[src/rtl/fufr_pkg.sv]
// ----------------------------------------------------------------------------
// fufr_pkg
// Shared constants, types and helpers for the H.264 RTP FU-A fragmenter.
// ----------------------------------------------------------------------------
package fufr_pkg;

    // Largest payload per RTP packet, in NAL bytes
    localparam logic [10:0] MAX_PAYLOAD   = 11'd1400;
    localparam int          MAX_FRAGMENTS = 64;
    // Largest NAL body (size minus header byte) that still fits
    localparam logic [16:0] MAX_BODY      = 17'(MAX_FRAGMENTS * int'(MAX_PAYLOAD));

    localparam logic [10:0] RTP_HDR_BYTES = 11'd12;
    localparam logic [10:0] FU_BYTES      = 11'd2;

    localparam logic [7:0]  NRI_MASK      = 8'h60;
    localparam logic [7:0]  TYPE_MASK     = 8'h1f;
    localparam logic [7:0]  FU_A_TYPE     = 8'h1c;
    localparam logic [7:0]  FU_START_BIT  = 8'h80;
    localparam logic [7:0]  FU_END_BIT    = 8'h40;

    localparam logic [4:0]  NAL_TYPE_SPS  = 5'd7;
    localparam logic [4:0]  NAL_TYPE_PPS  = 5'd8;

    // 90 kHz over 25 fps
    localparam logic [16:0] TS_INC_RESET  = 17'(90000 / 25);

    // Controller -> datapath
    typedef struct packed {
        logic load_single;   // emit single-NAL packet from input
        logic load_too_long; // emit the too-long flag result
        logic start_frag;    // capture input for fragmentation
        logic emit_frag;     // emit next fragment
    } t_dp_cmd;

    // Datapath -> controller
    typedef struct packed {
        logic out_free;      // output register can take a new item
        logic in_short;      // input fits one single-NAL packet
        logic in_too_long;   // input needs too many fragments
        logic frag_last;     // next fragment is the final one
    } t_dp_sts;

    function automatic logic is_param_set(input logic [7:0] hdr);
        logic [4:0] nal_type;
        nal_type = hdr[4:0];
        return (nal_type == NAL_TYPE_SPS) || (nal_type == NAL_TYPE_PPS);
    endfunction

endpackage

[src/rtl/h264_rtp_fu_a_fragmenter_top.sv]
// ----------------------------------------------------------------------------
// h264_rtp_fu_a_fragmenter_top
// H.264 RTP packetizer at descriptor level: one NAL in, packet items out.
// ----------------------------------------------------------------------------
// Each input item describes one NAL unit (header byte, size). A NAL shorter
// than 1400 bytes gives one single-NAL packet item. A larger NAL is split
// into FU-A fragments of at most 1400 body bytes, one item per cycle, after
// a setup step that captures the NAL; the walk subtracts 1400 from the
// remaining body bytes per fragment. A NAL needing over 64 fragments gives
// one item with too_long set and leaves sequence and timestamp alone. Output
// stall holds the walk in place. The 16-bit RTP sequence advances per packet;
// the 32-bit timestamp advances by ts_increment after every packetized NAL
// except SPS and PPS. The user must write ts_increment (reset 3600) through
// i_cfg_we / i_cfg_wdata while the block is idle; the block doesn't enforce it.
// ----------------------------------------------------------------------------
module h264_rtp_fu_a_fragmenter_top import fufr_pkg::*; (
    input  logic        i_clk,
    input  logic        i_rst_n,
    // config
    input  logic        i_cfg_we,
    input  logic [16:0] i_cfg_wdata,
    // NAL descriptor items
    input  logic        i_in_valid,
    output logic        o_in_stall,
    input  logic [7:0]  i_nal_header,
    input  logic [16:0] i_nal_size,
    // packet descriptor items
    output logic        o_out_valid,
    input  logic        i_out_stall,
    output logic [10:0] o_frame_length,
    output logic [15:0] o_rtp_sequence,
    output logic [31:0] o_rtp_timestamp,
    output logic        o_fragmented,
    output logic [7:0]  o_fu_indicator,
    output logic [7:0]  o_fu_header,
    output logic [16:0] o_payload_offset,
    output logic [10:0] o_payload_length,
    output logic        o_last_packet,
    output logic        o_too_long
);

    t_dp_cmd w_cmd;
    t_dp_sts w_sts;

    // sequencer: idle / fragment walk
    fufr_ctrl u_ctrl (
        .i_clk      (i_clk),
        .i_rst_n    (i_rst_n),
        .i_in_valid (i_in_valid),
        .o_in_stall (o_in_stall),
        .i_sts      (w_sts),
        .o_cmd      (w_cmd)
    );

    // counters, fragment math and the output register
    fufr_dp u_dp (
        .i_clk            (i_clk),
        .i_rst_n          (i_rst_n),
        .i_cfg_we         (i_cfg_we),
        .i_cfg_wdata      (i_cfg_wdata),
        .i_nal_header     (i_nal_header),
        .i_nal_size       (i_nal_size),
        .i_out_stall      (i_out_stall),
        .i_cmd            (w_cmd),
        .o_sts            (w_sts),
        .o_out_valid      (o_out_valid),
        .o_frame_length   (o_frame_length),
        .o_rtp_sequence   (o_rtp_sequence),
        .o_rtp_timestamp  (o_rtp_timestamp),
        .o_fragmented     (o_fragmented),
        .o_fu_indicator   (o_fu_indicator),
        .o_fu_header      (o_fu_header),
        .o_payload_offset (o_payload_offset),
        .o_payload_length (o_payload_length),
        .o_last_packet    (o_last_packet),
        .o_too_long       (o_too_long)
    );

endmodule

[src/rtl/fufr_ctrl.sv]
// ----------------------------------------------------------------------------
// fufr_ctrl
// Sequencer: accepts NAL descriptors and steps the datapath through fragments.
// ----------------------------------------------------------------------------
module fufr_ctrl import fufr_pkg::*; (
    input  logic    i_clk,
    input  logic    i_rst_n,
    input  logic    i_in_valid,
    output logic    o_in_stall,
    input  t_dp_sts i_sts,
    output t_dp_cmd o_cmd
);

    typedef enum logic {
        ST_IDLE,
        ST_FRAG
    } t_state;

    t_state r_state, n_state;

    always_comb begin
        n_state    = r_state;
        o_cmd      = '0;
        o_in_stall = 1'b1;
        case (r_state)
            ST_IDLE: begin
                o_in_stall = !i_sts.out_free;
                if (i_in_valid && i_sts.out_free) begin
                    if (i_sts.in_short) begin
                        o_cmd.load_single = 1'b1;
                    end else if (i_sts.in_too_long) begin
                        o_cmd.load_too_long = 1'b1;
                    end else begin
                        o_cmd.start_frag = 1'b1;
                        n_state          = ST_FRAG;
                    end
                end
            end
            ST_FRAG: begin
                if (i_sts.out_free) begin
                    o_cmd.emit_frag = 1'b1;
                    if (i_sts.frag_last) begin
                        n_state = ST_IDLE;
                    end
                end
            end
            default: begin
                n_state = ST_IDLE;
            end
        endcase
    end

    always_ff @(posedge i_clk) begin
        if (!i_rst_n) begin
            r_state <= ST_IDLE;
        end else begin
            r_state <= n_state;
        end
    end

endmodule

[src/rtl/fufr_dp.sv]
// ----------------------------------------------------------------------------
// fufr_dp
// Datapath: sequence/timestamp counters, fragment walk and output register.
// ----------------------------------------------------------------------------
module fufr_dp import fufr_pkg::*; (
    input  logic        i_clk,
    input  logic        i_rst_n,
    input  logic        i_cfg_we,
    input  logic [16:0] i_cfg_wdata,
    input  logic [7:0]  i_nal_header,
    input  logic [16:0] i_nal_size,
    input  logic        i_out_stall,
    input  t_dp_cmd     i_cmd,
    output t_dp_sts     o_sts,
    output logic        o_out_valid,
    output logic [10:0] o_frame_length,
    output logic [15:0] o_rtp_sequence,
    output logic [31:0] o_rtp_timestamp,
    output logic        o_fragmented,
    output logic [7:0]  o_fu_indicator,
    output logic [7:0]  o_fu_header,
    output logic [16:0] o_payload_offset,
    output logic [10:0] o_payload_length,
    output logic        o_last_packet,
    output logic        o_too_long
);

    logic [16:0] r_ts_inc;
    logic [15:0] r_seq;
    logic [31:0] r_ts;
    logic [7:0]  r_hdr;
    logic [16:0] r_remaining;  // body bytes not yet sent
    logic [16:0] r_offset;
    logic        r_first;
    logic        r_out_valid;

    logic [10:0] r_frame_length;
    logic [15:0] r_rtp_sequence;
    logic [31:0] r_rtp_timestamp;
    logic        r_fragmented;
    logic [7:0]  r_fu_indicator;
    logic [7:0]  r_fu_header;
    logic [16:0] r_payload_offset;
    logic [10:0] r_payload_length;
    logic        r_last_packet;
    logic        r_too_long;

    logic [16:0] w_body;
    logic        w_frag_last;
    logic [10:0] w_frag_len;
    logic [7:0]  w_fu_header;
    logic        w_load;

    assign w_body      = i_nal_size - 17'd1;
    assign w_frag_last = (r_remaining <= {6'd0, MAX_PAYLOAD});
    assign w_frag_len  = w_frag_last ? r_remaining[10:0] : MAX_PAYLOAD;
    // start bit wins over end bit on a one-fragment NAL
    assign w_fu_header = (r_hdr & TYPE_MASK)
                       | (r_first ? FU_START_BIT : (w_frag_last ? FU_END_BIT : 8'h00));
    assign w_load      = i_cmd.load_single | i_cmd.load_too_long | i_cmd.emit_frag;

    assign o_sts.out_free    = !r_out_valid || !i_out_stall;
    assign o_sts.in_short    = (i_nal_size < {6'd0, MAX_PAYLOAD});
    assign o_sts.in_too_long = (w_body > MAX_BODY);
    assign o_sts.frag_last   = w_frag_last;

    // control state
    always_ff @(posedge i_clk) begin
        if (!i_rst_n) begin
            r_ts_inc    <= TS_INC_RESET;
            r_seq       <= '0;
            r_ts        <= '0;
            r_out_valid <= 1'b0;
        end else begin
            if (i_cfg_we) begin
                r_ts_inc <= i_cfg_wdata;
            end
            if (i_cmd.load_single || i_cmd.emit_frag) begin
                r_seq <= r_seq + 16'd1;
            end
            if (i_cmd.load_single && !is_param_set(i_nal_header)) begin
                r_ts <= r_ts + {15'd0, r_ts_inc};
            end else if (i_cmd.emit_frag && w_frag_last && !is_param_set(r_hdr)) begin
                r_ts <= r_ts + {15'd0, r_ts_inc};
            end
            if (w_load) begin
                r_out_valid <= 1'b1;
            end else if (!i_out_stall) begin
                r_out_valid <= 1'b0;
            end
        end
    end

    // fragment walk and output payload
    always_ff @(posedge i_clk) begin
        if (i_cmd.start_frag) begin
            r_hdr       <= i_nal_header;
            r_remaining <= w_body;
            r_offset    <= 17'd1;
            r_first     <= 1'b1;
        end else if (i_cmd.emit_frag) begin
            r_remaining <= r_remaining - {6'd0, MAX_PAYLOAD};
            r_offset    <= r_offset + {6'd0, MAX_PAYLOAD};
            r_first     <= 1'b0;
        end

        if (i_cmd.load_single) begin
            r_frame_length   <= RTP_HDR_BYTES + i_nal_size[10:0];
            r_rtp_sequence   <= r_seq;
            r_rtp_timestamp  <= r_ts;
            r_fragmented     <= 1'b0;
            r_fu_indicator   <= 8'h00;
            r_fu_header      <= 8'h00;
            r_payload_offset <= '0;
            r_payload_length <= i_nal_size[10:0];
            r_last_packet    <= 1'b1;
            r_too_long       <= 1'b0;
        end else if (i_cmd.load_too_long) begin
            r_frame_length   <= '0;
            r_rtp_sequence   <= '0;
            r_rtp_timestamp  <= '0;
            r_fragmented     <= 1'b0;
            r_fu_indicator   <= 8'h00;
            r_fu_header      <= 8'h00;
            r_payload_offset <= '0;
            r_payload_length <= '0;
            r_last_packet    <= 1'b1;
            r_too_long       <= 1'b1;
        end else if (i_cmd.emit_frag) begin
            r_frame_length   <= RTP_HDR_BYTES + FU_BYTES + w_frag_len;
            r_rtp_sequence   <= r_seq;
            r_rtp_timestamp  <= r_ts;
            r_fragmented     <= 1'b1;
            r_fu_indicator   <= (r_hdr & NRI_MASK) | FU_A_TYPE;
            r_fu_header      <= w_fu_header;
            r_payload_offset <= r_offset;
            r_payload_length <= w_frag_len;
            r_last_packet    <= w_frag_last;
            r_too_long       <= 1'b0;
        end
    end

    assign o_out_valid      = r_out_valid;
    assign o_frame_length   = r_frame_length;
    assign o_rtp_sequence   = r_rtp_sequence;
    assign o_rtp_timestamp  = r_rtp_timestamp;
    assign o_fragmented     = r_fragmented;
    assign o_fu_indicator   = r_fu_indicator;
    assign o_fu_header      = r_fu_header;
    assign o_payload_offset = r_payload_offset;
    assign o_payload_length = r_payload_length;
    assign o_last_packet    = r_last_packet;
    assign o_too_long       = r_too_long;

endmodule

[config.mk]
export PLATFORM = sky130hd
export DESIGN_NAME = h264_rtp_fu_a_fragmenter_top
export DESIGN_NICKNAME = d
export VERILOG_FILES = /design/src/rtl/fufr_pkg.sv /design/src/rtl/h264_rtp_fu_a_fragmenter_top.sv /design/src/rtl/fufr_ctrl.sv /design/src/rtl/fufr_dp.sv
export SDC_FILE = /design/constraint.sdc
export NUM_CORES = 1
export LEC_CHECK = 0
export BUFFER_PORTS_ARGS = -buffer_cell sky130_fd_sc_hd__buf_2
export CAP_MARGIN = 5
export CORE_UTILIZATION = 40
export DETAILED_ROUTE_END_ITERATION = 6
export PLACE_DENSITY = 0.61
export SYNTH_ARGS = -nofsm -noshare
export SYNTH_HDL_FRONTEND = slang
export SYNTH_SLANG_ARGS = --single-unit
[constraint.sdc]
create_clock -name i_clk -period 10.7 [get_ports i_clk]
set_input_delay 0.535 -clock i_clk [delete_from_list [all_inputs] [get_ports i_clk]]
set_output_delay 0.535 -clock i_clk [all_outputs]
set_load 0.01 [all_outputs]
==> Yosys cells after proc, flatten, opt, wreduce, memory -nomap -nowiden <==
Index checks and enable logic that the tools add are counted.
{ "op_classes": {"add_sub_neg": 7, "n_lt_le_gt_ge": 3, "eq_ne": 5, "n_mux": 37, "bitwise_logic": 4, "reduce_logical": 18} }
{ "ops": {"columns": ["operator", "count"], "rows": [
  ["$mux 32", 5],
  ["$mux 11", 7],
  ["$mux 16", 3],
  ["$mux 17", 2],
  ["$add 32x17->32", 1],
  ["$add 4x11->11 const A", 2],
  ["$add 17x11->17 const B", 1],
  ["$gt 17x17->1 const B", 1],
  ["$le 17x11->1 const B", 1],
  ["$lt 17x11->1 const B", 1],
  ["$sub 17x1->17 const B", 1],
  ["$sub 17x11->17 const B", 1],
  ["$add 16x1->16 const B", 1],
  ["$mux 1", 14],
  ["$eq 5x3->1 const B", 2],
  ["$eq 5x4->1 const B", 2],
  ["$mux 8", 1],
  ["$or 5x8->8", 1],
  ["$mux 7", 1],
  ["$mux 3", 2],
  ["$reduce_bool 2->1", 3],
  ["$logic_not 1->1", 5],
  ["$logic_and 1x1->1", 4],
  ["$logic_or 1x1->1", 4],
  ["7 further kinds", 8]
]} }
{ "totals": {"reg_bits": 212, "input_bits": 47, "output_inout_bits": 108, "wordCells": 93} }

==> Longest topological paths before layout <==
Gate-level depths: netlist of run 1.
{ "depth": {"ltp_word": 9, "ltp_mapped": 12, "mapped_depth_nobuf": 11} }

==> Hierarchy <==
A second synthesis of run 1 with hierarchy kept.
{ "unflattened": {"cells_unflattened": 1011, "area_unflattened_um2": 9952.0} }
{ "by_module_without_submodules": {"columns": ["module", "n_inst", "cells_per_inst", "area_per_inst_um2", "seq_area_each_um2"], "rows": [
  ["fufr_dp", 1, 1000, 9859.5, 4934.7],
  ["fufr_ctrl", 1, 11, 92.6, 20.0]
]} }

==> Least setup slack after synthesis of run 1 <==
Ideal clock, no wire load.
{ "synth_path": {"kind": "input port to flip-flop", "startpoint": "in i_nal_size[10]", "endpoint": "reg u_dp.r_frame_length[10], in the netlist u_dp.o_frame_length[10] (enable)", "setup_time_ns": 0.431, "arrival_ns": 4.243, "required_time_ns": 10.269, "path_slack_ns": 6.026, "cell_stages": 9, "path_buffers": 2, "cell_sequence": "buf_6 > or4_4 > or4_4 > a21oi_1 > o21a_1 > a31oi_4 > nor4_4 > buf_2 > or2_1"} }
{ "synth_between": {"elab_chain_len": 7, "elab_cells_between_ends": 9, "cone_classes": "1 x add/sub; 2 x order compare; 5 x mux; 1 x reduce/logical"} }
{ "synth_rtl": {"columns": ["element", "line", "rtl"], "rows": [
  ["start, declared", "h264_rtp_fu_a_fragmenter_top.sv:26", "input logic [16:0] i_nal_size,"],
  ["$sub 17x1->17", "fufr_dp.sv:54", "assign w_body = i_nal_size - 17'd1;"],
  ["$gt 17x17->1", "fufr_dp.sv:64", "assign o_sts.in_too_long = (w_body > MAX_BODY);"],
  ["$mux 1", "fufr_ctrl.sv:31", "end else if (i_sts.in_too_long) begin"],
  ["$mux 2", "fufr_ctrl.sv:29", "if (i_sts.in_short) begin"],
  ["$mux 3 *", "fufr_ctrl.sv:28", "if (i_in_valid && i_sts.out_free) begin"],
  ["$mux 3 *", "fufr_ctrl.sv:25", "case (r_state)"],
  ["$reduce_bool 3->1 (no source line) *", null, null],
  ["end signal, assigned", "fufr_dp.sv:108", "r_frame_length <= RTP_HDR_BYTES + i_nal_size[10:0];"],
  ["end signal, assigned", "fufr_dp.sv:130", "r_frame_length <= RTP_HDR_BYTES + FU_BYTES + w_frag_len;"],
  ["end, declared", "fufr_dp.sv:37", "logic [10:0] r_frame_length;"]
]} }
Every way passes the cells marked *; elsewhere a longest branch is shown, timed or not.
A chain may end at the register's enable or synchronous reset.

==> Worst setup path in the final report of run 1 <==
{ "layout_path": {"startpoint": "in i_nal_size[2]", "endpoint": "reg u_dp.r_rtp_timestamp[29], in the netlist u_dp.o_rtp_timestamp[29] (enable)"} }
{ "layout_between": {"elab_chain_len": 7, "elab_cells_between_ends": 9, "cone_classes": "1 x add/sub; 2 x order compare; 5 x mux; 1 x reduce/logical"} }
{ "layout_rtl": {"columns": ["element", "line", "rtl"], "rows": [
  ["$sub 17x1->17", "fufr_dp.sv:54", null],
  ["$gt 17x17->1", "fufr_dp.sv:64", null],
  ["$mux 1", "fufr_ctrl.sv:31", null],
  ["$mux 2", "fufr_ctrl.sv:29", null],
  ["$mux 3 *", "fufr_ctrl.sv:28", null],
  ["$mux 3 *", "fufr_ctrl.sv:25", null],
  ["$reduce_bool 3->1 (no source line) *", null, null],
  ["end signal, assigned", "fufr_dp.sv:110", "r_rtp_timestamp <= r_ts;"],
  ["end signal, assigned", "fufr_dp.sv:132", "r_rtp_timestamp <= r_ts;"],
  ["end, declared", "fufr_dp.sv:39", "logic [31:0] r_rtp_timestamp;"]
]} }
Marks and branches as above.

==> results.md, run 1 <==
* Hold Vio Cnt, Final at 0
* Row count at 57
* CP arrival at 3650 ps
* DRC Markers at 0
* Max-cap violation count at 0
* Drt wl/cell at 15.3 um
* Reg-to-reg endpoint: u_dp.r_ts[20]
* Clock Tree Root: clkbuf_16
* CP bufs+invs at 2
* Cells along the critical path: buf_2, inv_1, ha_1, nand2_1, nor3_1, nor3b_1, o2bb2ai_1, a31oi_4, nor4_4, or2_4
* Peak VDD IR at 99.8 uV
* Share of cells above drive strength 1 at 19.2%
* CTS clock-pin slew for the worst setup and hold paths at 60 ps
* Initial Util at 40.6%
* Area growth from synthesis to layout at 17.6%
* Multi-input gate area at 4510 um^2
* Die X at 159 um
* Remaining Overflow, GRT at 0
* H-tree depth at 1
* Max Slew Vio Count at 0
* Worst-path fanout max at 69
* ANT nets after route at 0
* FF/Latch Area at 4950 um^2
* CP Capture Type: flip-flop
* Die area at 25200 um^2
* GRT Util Overall at 17.2%
* M1 WL at 11000 um
* Smallest hold slack at 225 ps
* Area after DPL at 10800 um^2
* Largest net degree at the start of global routing at 70
* Max Clock Freq at 284 MHz
* Synth area leader: edfxtp_1
* Sink Count at 201
* Vias in the first global route at 6696
* Number of flops mapped to enable cells by yosys at 93
* TritonCTS clock tree: built
* RSZ-0062 raised after global routing: no
* Internal reg-to-reg setup slack at 7600 ps
* Postcts setup bufs at 0
* Sequential-to-total area share from yosys stat at 50.3%
* Metal2 WL at 9660 um
* Most common cell in the netlist: nand2_1
* Via Count at 7400
* Clock buffer count from CTS at 24
* Period utilization at 32.9%
* Buffers on Ports at 147
* DP HPWL at 15100 um
* Pwr/cell area at 179 nW/um^2
* Fin crit period at 3520 ps
* First-pass GRT wire length at 35300 um
* WL met3 at 1060 um
* R2R Path Start: u_dp.r_ts[0]
* Post-route setup slack at 7180 ps
* Synthesized area per cell at 10.0 um^2
* First drt pass iteration count at 5
* Critical-path top delay cell: or2_4
* I/O pin cnt at 155
* Main synth FF type: dfxtp_1
* Core area at 24200 um^2
* Filler cells at 2337
* RD Place Congestion at 0.818
* Die height at 159 um
* Drt first-iter violations at 326
* Clk_skew at 8.00 ps
* Slowest Stage Delay on Critical Path at 890 ps
* Crit Path Category: in2reg
* Hold EP: u_dp.r_hdr[5]
* R2R cell count at 10
* Hold Path Class: in2reg
* Worst setup SP type: input port
* Top Family by Delay on Critical Path: simple AND/OR/NAND/NOR gates
* Nets at 1186
* Synth top area share at 28.4%
* Setup TNS at 0 ps
* DR top layer: met4
* Yosys warning total at 0
* Mapped cell area at 9850 um^2
* Area contributors post-synth: edfxtp_1, dfxtp_1, mux2i_1
* Synth Register Bits at 201
* Lkg Pwr at 0.00469 uW
* Worst hold stages at 1
* Most common library cells after synthesis: nand2_1, dfxtp_1, nor2_1
* Design Area, Final at 11600 um^2
* WL final at 22200 um
* Outcome: finished, final reports clean
* Initial antenna violation count at 2
* Place WS at 6660 ps
* Tot Pwr at 2070 uW
* Post-CTS Resized at 0
* Slew @ Worst Pin at 1060 ps
* Async SR Flop Fraction at 0%
* Mapped Cells at 984
* Post-CTS Hold Fix Bufs at 0
* Mean number of vias per cell at 5.08
* Netlist cell types at 79
* Clock Path Buffers at 3
* Max-slew headroom at 29.1%
* Skew-Pair Late Insertion Delay at 510 ps
* Final setup viols at 0
* Stages on the worst setup path at 10
* WP data required at 10820 ps
* HP Start: i_nal_header[5]
## worst register-to-register path, delay by kind of cell, from the launching register on
family                   cells  cell delay (ps)
AO/OA/AOI/OAI                4             1470
adder cells (fa/ha/maj)      2              590
AND/OR/NAND/NOR              2              380
flip-flops                   1              340
multiplexers                 1              140
buffers and inverters        1               70
## per-layer routing
layer	global-route usage [%]	vias to the layer above
li1	-	3728
met1	25.0	3472
met2	26.2	171
met3	2.74	29
met4	5.20	0
met5	0	-
## cell families (layout without fill, tap and decap cells)
kind of cell | after synthesis | after routing | share of synthesized area [%]
AND/OR/NAND/NOR | 393 | 393 | 20.1
XOR/XNOR | 72 | 72 | 6.48
AO/OA/AOI/OAI | 160 | 160 | 10.8
buffers and inverters | 86 | 229 | 4.26
multiplexers | 46 | 46 | 4.73
other | 1 | 7 | 0.0381
flip-flops | 201 | 201 | 50.3
adder cells (fa/ha/maj) | 25 | 25 | 3.25
## where the power goes
group          internal [uW]  leakage [uW]  total (uW)  switching [uW]
logic                    126       0.00254         305             179
clock network            490      0.000392         810             320
registers                898       0.00176         958            60.5
total                   1510       0.00469        2070             559
## layout make-up
cell class	count	area share (%)
sequential	201	42.8
multi-input combinational	702	38.9
timing repair buffer	155	6.87
clock buffer	35	6.18
tap	324	3.50
inverter	30	1.02
clock inverter	9	0.692
antenna	1	0.0216
## cells in the final DEF, fill, tap and decap left out, drive strengths merged, types with 6 or more instances in the layout
master  instances
nand2b         11
or3            13
mux2i          45
conb            6
o32ai           6
ha             24
dfxtp         108
a21o            7
xnor2          41
o22ai          10
clkinv          7
inv            31
or4             7
nor2           99
a211oi          6
nand3          14
and3           17
a21oi          55
nand4          12
nand2         116
o21ai          32
xor2           31
and2            7
edfxtp         93
nor3           16
nor2b          49
clkbuf         35
buf           155
nor4           10
## metrics by stage
stage | util [%] | instances
2_1_floorplan | - | 989
3_3_place_gp | 44.5 | 1412
3_5_place_dp | 44.5 | 1412
4_1_cts | 47.7 | 1456
5_1_grt | 47.8 | 1457
6_report | 47.8 | 1457
## worst max path at each step
stage                         startpoint                  endpoint  slack, ps
after detailed placement   i_nal_size[2]      u_dp.r_remaining[14]       6660
after global routing       i_nal_size[2]       u_dp.r_remaining[4]       6920
after floorplan           i_nal_size[10]   u_dp.o_frame_length[10]       6030
after global placement     i_nal_size[2]      u_dp.r_remaining[14]       6670
after CTS                  i_nal_size[2]       u_dp.r_remaining[4]       7190
final                      i_nal_size[2]  u_dp.o_rtp_timestamp[29]       7180
## registers in the layout (all words and copies together), names as in the netlist
name                   count
u_dp.o_too_long            1
u_dp.r_remaining          17
u_dp.o_rtp_sequence       16
u_dp.o_payload_offset     14
u_dp.o_fu_indicator        3
u_dp.o_payload_length     11
u_dp.r_ts_inc             17
u_dp.r_seq                16
u_dp.o_out_valid           1
u_ctrl.r_state             1
u_dp.o_rtp_timestamp      32
u_dp.o_fu_header           7
u_dp.r_offset             14
u_dp.o_last_packet         1
u_dp.r_ts                 32
u_dp.r_first               1
u_dp.o_frame_length       10
u_dp.r_hdr                 7
Power figures use the tool's default switching activity.
==> run 2: changes to the inputs <==
Settings changed: ABC_AREA set to 1, PLACE_DENSITY 0.61 to 0.62.
Clock period 10.7 ns to 2.9 ns, I/O delays scaled along.
==> results.md, run 2 <==
* Main synth FF type: dfxtp_1
* DRC Markers at 13
* RSZ-0062 raised after global routing: no
* Clk_skew at 9.78 ps
* Most frequent cells in the layout: nand2_1, inv_1, buf_2, nor2_1, dfxtp_1
* Clock buffer count from CTS at 23
* Worst setup SP type: flip-flop
* Hold Path Class: in2reg
* Die height at 166 um
* HP Start: i_cfg_we
* Multi-input gate area at 4830 um^2
* Filler cells at 2597
* Initial Util at 41.0%
* Max-cap violation count at 0
* GRT Util Overall at 19.2%
* ANT nets after route at 0
* Synth area leader: edfxtp_1
* Pwr/cell area at 605 nW/um^2
* DP HPWL at 19400 um
* Drt wl/cell at 13.7 um
* Most common cell after layout, fill and taps aside: nand2_1
* Smallest hold slack at 40.7 ps
* Met2 Use GR at 31.6%
* GR met1 Demand/Resource at 26.0%
* WP data required at 3310 ps
* Hold Vio Cnt, Final at 0
* Design Area, Final at 12800 um^2
* Synth top area share at 26.0%
* Grt met3 use at 2.79%
* Sequential-to-total area share from yosys stat at 46.1%
* WL final at 26300 um
* Largest net degree at the start of global routing at 56
* Worst-path fanout max at 4
* Core area at 26200 um^2
* Remaining Overflow, GRT at 0
* Setup TNS at 0 ps
* Max Clock Freq at 381 MHz
* Synth Register Bits at 201
* Max-slew headroom at 40.2%
* Buffers on Ports at 147
* Lkg Pwr at 0.00594 uW
* Die X at 166 um
* Yosys warning total at 0
* TritonCTS clock tree: built
* Via Count at 9326
* Mapped Cells at 1395
* Antenna Cells at 0
* I/O pin cnt at 155
* Peak VDD IR at 359 uV
* Nets at 1634
* CP startpoint: u_dp.r_ts[0]
* Netlist cell types at 43
* Most common cell in the netlist: nand2_1
* Max Slew Vio Count at 0
* Post-CTS Resized at 0
* Tot Pwr at 7730 uW
* Async SR Flop Fraction at 0%
* Final setup viols at 0
* Clock Path Buffers at 3
* Area growth from synthesis to layout at 18.9%
* Failing checks: DRC
* Period utilization at 90.5%
* CTS clock-pin slew for the worst setup and hold paths at 60 ps
* Vias in the first global route at 8931
* Mapped cell area at 10700 um^2
* RD Place Congestion at 0.898
* Area after DPL at 11800 um^2
* Row count at 59
* CP arrival at 3040 ps
* Area contributors post-synth: edfxtp_1, dfxtp_1, nand2_1
* FF/Latch Area at 4950 um^2
* Die area at 27500 um^2
* Outcome: finished, violations left
* Initial antenna violation count at 0
* Most common library cells after synthesis: nand2_1, inv_1, nor2_1
* Clock Tree Root: clkbuf_16
* Fin crit period at 2620 ps
* Sink Count at 201
* Synthesized area per cell at 7.70 um^2
* Number of flops mapped to enable cells by yosys at 93
* H-tree depth at 1
* First-pass GRT wire length at 43700 um
* R2R Path Start: u_dp.r_ts[0]
* CP Capture Type: flip-flop
* Crit Path Category: reg2reg
* Final core occ at 48.8%
* Top Usage Layer GRT: met2
* Mean number of vias per cell at 4.88
* Skew-Pair Late Insertion Delay at 500 ps
* Drt first-iter violations at 521
* Share of cells above drive strength 1 at 15.9%
* First drt pass iteration count at 7
* Slew @ Worst Pin at 895 ps
-- run 2: cell types whose count changed in the layout (fill, tap and decap cells not counted), sizes merged, moves of 20 or more --
cell         before  now
nor2             99  158
xnor2            41   21
nor2b            49    0
dlygate4sd3       0   25
inv              31  167
mux2i            45    0
a21oi            55   92
nand3            14   94
nand2           116  386
o21ai            32   98
-- run 2: what timing repair did --
action / 4_1_cts / 5_1_grt
endpoints found under the hold margin: 25 / 0
setup buffers: 0 / 0
hold buffers: 25 / 0
-- run 2: cells by family (layout without fill, tap and decap cells) --
group / count (synthesis) / after routing / synth area share [%]
compound gates: 203 / 203 / 10.1
flops: 201 / 201 / 46.1
xor+xnor: 58 / 58 / 4.73
other cells: 1 / 6 / 0.0349
simple gates: 683 / 683 / 26.9
buf+inv: 224 / 402 / 9.21
fa+ha+maj: 25 / 25 / 2.98
-- run 2: power by group --
part	leakage, uW	switching [uW]	internal (uW)
Clock	0.000375	1130	1800
Combinational	0.00378	791	502
Sequential	0.00178	195	3310
Total	0.00594	2110	5620
-- run 2: routing by layer --
metal  wire length (um)  vias up
li1                   -     4819
met1              12800     4252
met2              11700      210
met3               1130       45
met4                652        0
met5                  0        -
-- run 2: critical path, stage by stage, from the launching register on --
cell,delay (ps)
dfxtp_1,350
ha_1,150
inv_1,50
fa_1,410
o21ai_1,360
a21oi_1,200
o21ai_0,480
nand2_1,150
nand2_1,100
nand2_1,50
nand2_1,50
nand2_1,50
a21oi_1,140
-- run 2: path summary, 6_finish.rpt --
kind	end	slack [ps]	depth (start not counted)
max	u_dp.r_ts[26]	280	12
min	u_dp.r_ts_inc[10]	40	3
max reg2reg	u_dp.r_ts[26]	280	12
min reg2reg	u_dp.o_payload_offset[3]	460	2
-- run 2: cell type report --
type / count / share of cell area, %
repair buffers: 193 / 9.24
clock buffers: 32 / 5.01
flip-flops and latches: 201 / 38.8
inverters: 168 / 4.94
clock inverters: 9 / 0.930
well taps: 335 / 3.28
multi-input cells: 975 / 37.8
-- run 2: stage by stage --
step,setup slack (ps),std cells
detailed placement,328,1847
finish,275,1913
global route,34.4,1913
global placement,349,1847
CTS,281,1913
floorplan,82.5,1400
==> run 3: changes to the inputs <==
Settings changed: CORE_ASPECT_RATIO set to 1.5.
==> results.md, run 3 (synthesized netlist as in run 2, its figures left out) <==
* Die X at 136 um
* Initial Util at 40.6%
* Period utilization at 90.9%
* Drt wl/cell at 14.4 um
* Final core occ at 48.1%
* Multi-input gate area at 4830 um^2
* Cells along the critical path: ha_1, nand3_1, a21oi_2, nand2_1, nand2_1, nand2_1, inv_1, nor2_1, inv_1, ha_1, nand3_1, nand3_1, nor2_1, nand3_1, nand2_1, nand3_1, nand2_1
* Mean number of vias per cell at 4.85
* Internal power at 5350 uW
* Clock Tree Root: clkbuf_16
* Nets at 1633
* Antenna Cells at 0
* Outcome: finished, final reports clean
* Setup TNS at 0 ps
* Pwr/cell area at 589 nW/um^2
* Vias in the first global route at 8909
* Worst setup SP type: flip-flop
* Critical-path top delay cell: edfxtp_1
* First-pass GRT wire length at 43900 um
* R2R Path Start: u_dp.r_remaining[4]
* Slew @ Worst Pin at 869 ps
* Largest net degree at the start of global routing at 46
* Sw power at 2160 uW
* Place WS at 260 ps
* Final setup viols at 0
* WP data required at 3160 ps
* CP Capture Type: flip-flop
* Row count at 73
* Area after DPL at 11800 um^2
* Drt first-iter violations at 426
* Share of cells above drive strength 1 at 15.9%
* Clock power frac at 36.1%
* CP arrival at 2890 ps
* Clock Path Buffers at 3
* RSZ-0062 raised after global routing: no
* Design Area, Final at 12700 um^2
* Peak VDD IR at 378 uV
* H-tree depth at 1
* HP Start: i_cfg_we
* Max-cap violation count at 0
* Sink Count at 201
* Worst-path fanout max at 6
* First drt pass iteration count at 5
* Hold Path Class: in2reg
* Core area at 26500 um^2
* Clock buffer count from CTS at 22
* GRT Util Overall at 20.1%
* Remaining Overflow, GRT at 0
* Most frequent cells in the layout: nand2_1, inv_1, buf_2, nor2_1, dfxtp_1
* DRC Markers at 0
* Buffers on Ports at 147
* Slowest Stage Delay on Critical Path at 430 ps
* Die area at 27500 um^2
* Hold Vio Cnt, Final at 0
* ANT nets after route at 0
* Internal reg-to-reg setup slack at 260 ps
* RD Place Congestion at 0.895
* Sw frac at 28.7%
* Max-slew headroom at 42.0%
* CP startpoint: u_dp.r_remaining[4]
* Die height at 203 um
* Fin crit period at 2640 ps
* Max Slew Vio Count at 0
* Combinational power share at 17.3%
* Initial antenna violation count at 0
* Most common cell after layout, fill and taps aside: nand2_1
* Crit Path Category: reg2reg
* Skew-Pair Late Insertion Delay at 510 ps
* Area growth from synthesis to layout at 18.5%
* DP HPWL at 20300 um
* WL final at 27600 um
* Lkg Pwr at 0.00591 uW
* Via Count at 9283
* Clk_skew at 13.7 ps
* I/O pin cnt at 155
* CTS clock-pin slew for the worst setup and hold paths at 60 ps
* TritonCTS clock tree: built
* Max Clock Freq at 379 MHz
* Post-route setup slack at 263 ps
* Reg power frac at 46.6%
* Filler cells at 2652
* FF/Latch Area at 4950 um^2
-- run 3: cell count changes in the layout (fill, tap and decap cells not counted), moves of 2 or more --
cell        delta
buf_12         +2
clkinvlp_4     +2
bufinv_16      -2
clkinv_1       +5
buf_4          -3
clkbuf_1       -6
-- run 3: repair_timing --
item,in CTS,in global routing
setup endpoints to repair,0,1
gates resized for setup,0,1
setup buffers,0,0
hold buffers,26,0
hold endpoints to repair,26,0
-- run 3: final cells by class --
type | instances | area share (%)
clock buffers | 24 | 4.55
clock inverters | 16 | 0.864
inverters | 168 | 4.95
multi-input cells | 975 | 37.9
flip-flops and latches | 201 | 38.9
well taps | 337 | 3.31
repair buffers | 193 | 9.49
-- run 3: per-layer routing --
layer  wire (um)  global-route usage, %  vias to the layer above
met5           0                      0                        -
li1            -                      -                     4823
met3         938                   2.27                       43
met4         673                   7.14                        0
met1       11400                   22.8                     4253
met2       14600                   37.7                      164
-- run 3: critical path: cells and delay by family (launching register included) --
kind            cells  cell delay [ps]
buf+inv             2              280
flops               1              430
fa+ha+maj           2              390
simple gates       12             1000
compound gates      1              270
-- run 3: power groups by stage --
stage / registers [uW] / logic [uW] / clock network, uW
global placement: 3550 / 1260 / 0
global route: 3540 / 1460 / 2860
finish: 3500 / 1300 / 2710
CTS: 3500 / 1310 / 2780
detailed placement: 3560 / 1280 / 0
floorplan: 3610 / 803 / 0
-- run 3: worst paths after layout --
kind	endpoint	depth (start not counted)
worst max-delay path	u_dp.o_frame_length[9]	17
worst min-delay path	u_dp.r_ts_inc[4]	3
worst max register to register	u_dp.o_frame_length[9]	17
worst min register to register	u_dp.o_too_long	2
-- run 3: per-stage QoR --
stage	hold WS, ps	total power, uW	cells
2_1_floorplan	244	4410	1400
3_3_place_gp	325	4810	1848
3_5_place_dp	326	4840	1848
4_1_cts	37.5	7590	1914
5_1_grt	54.9	7870	1914
6_report	41.0	7510	1914
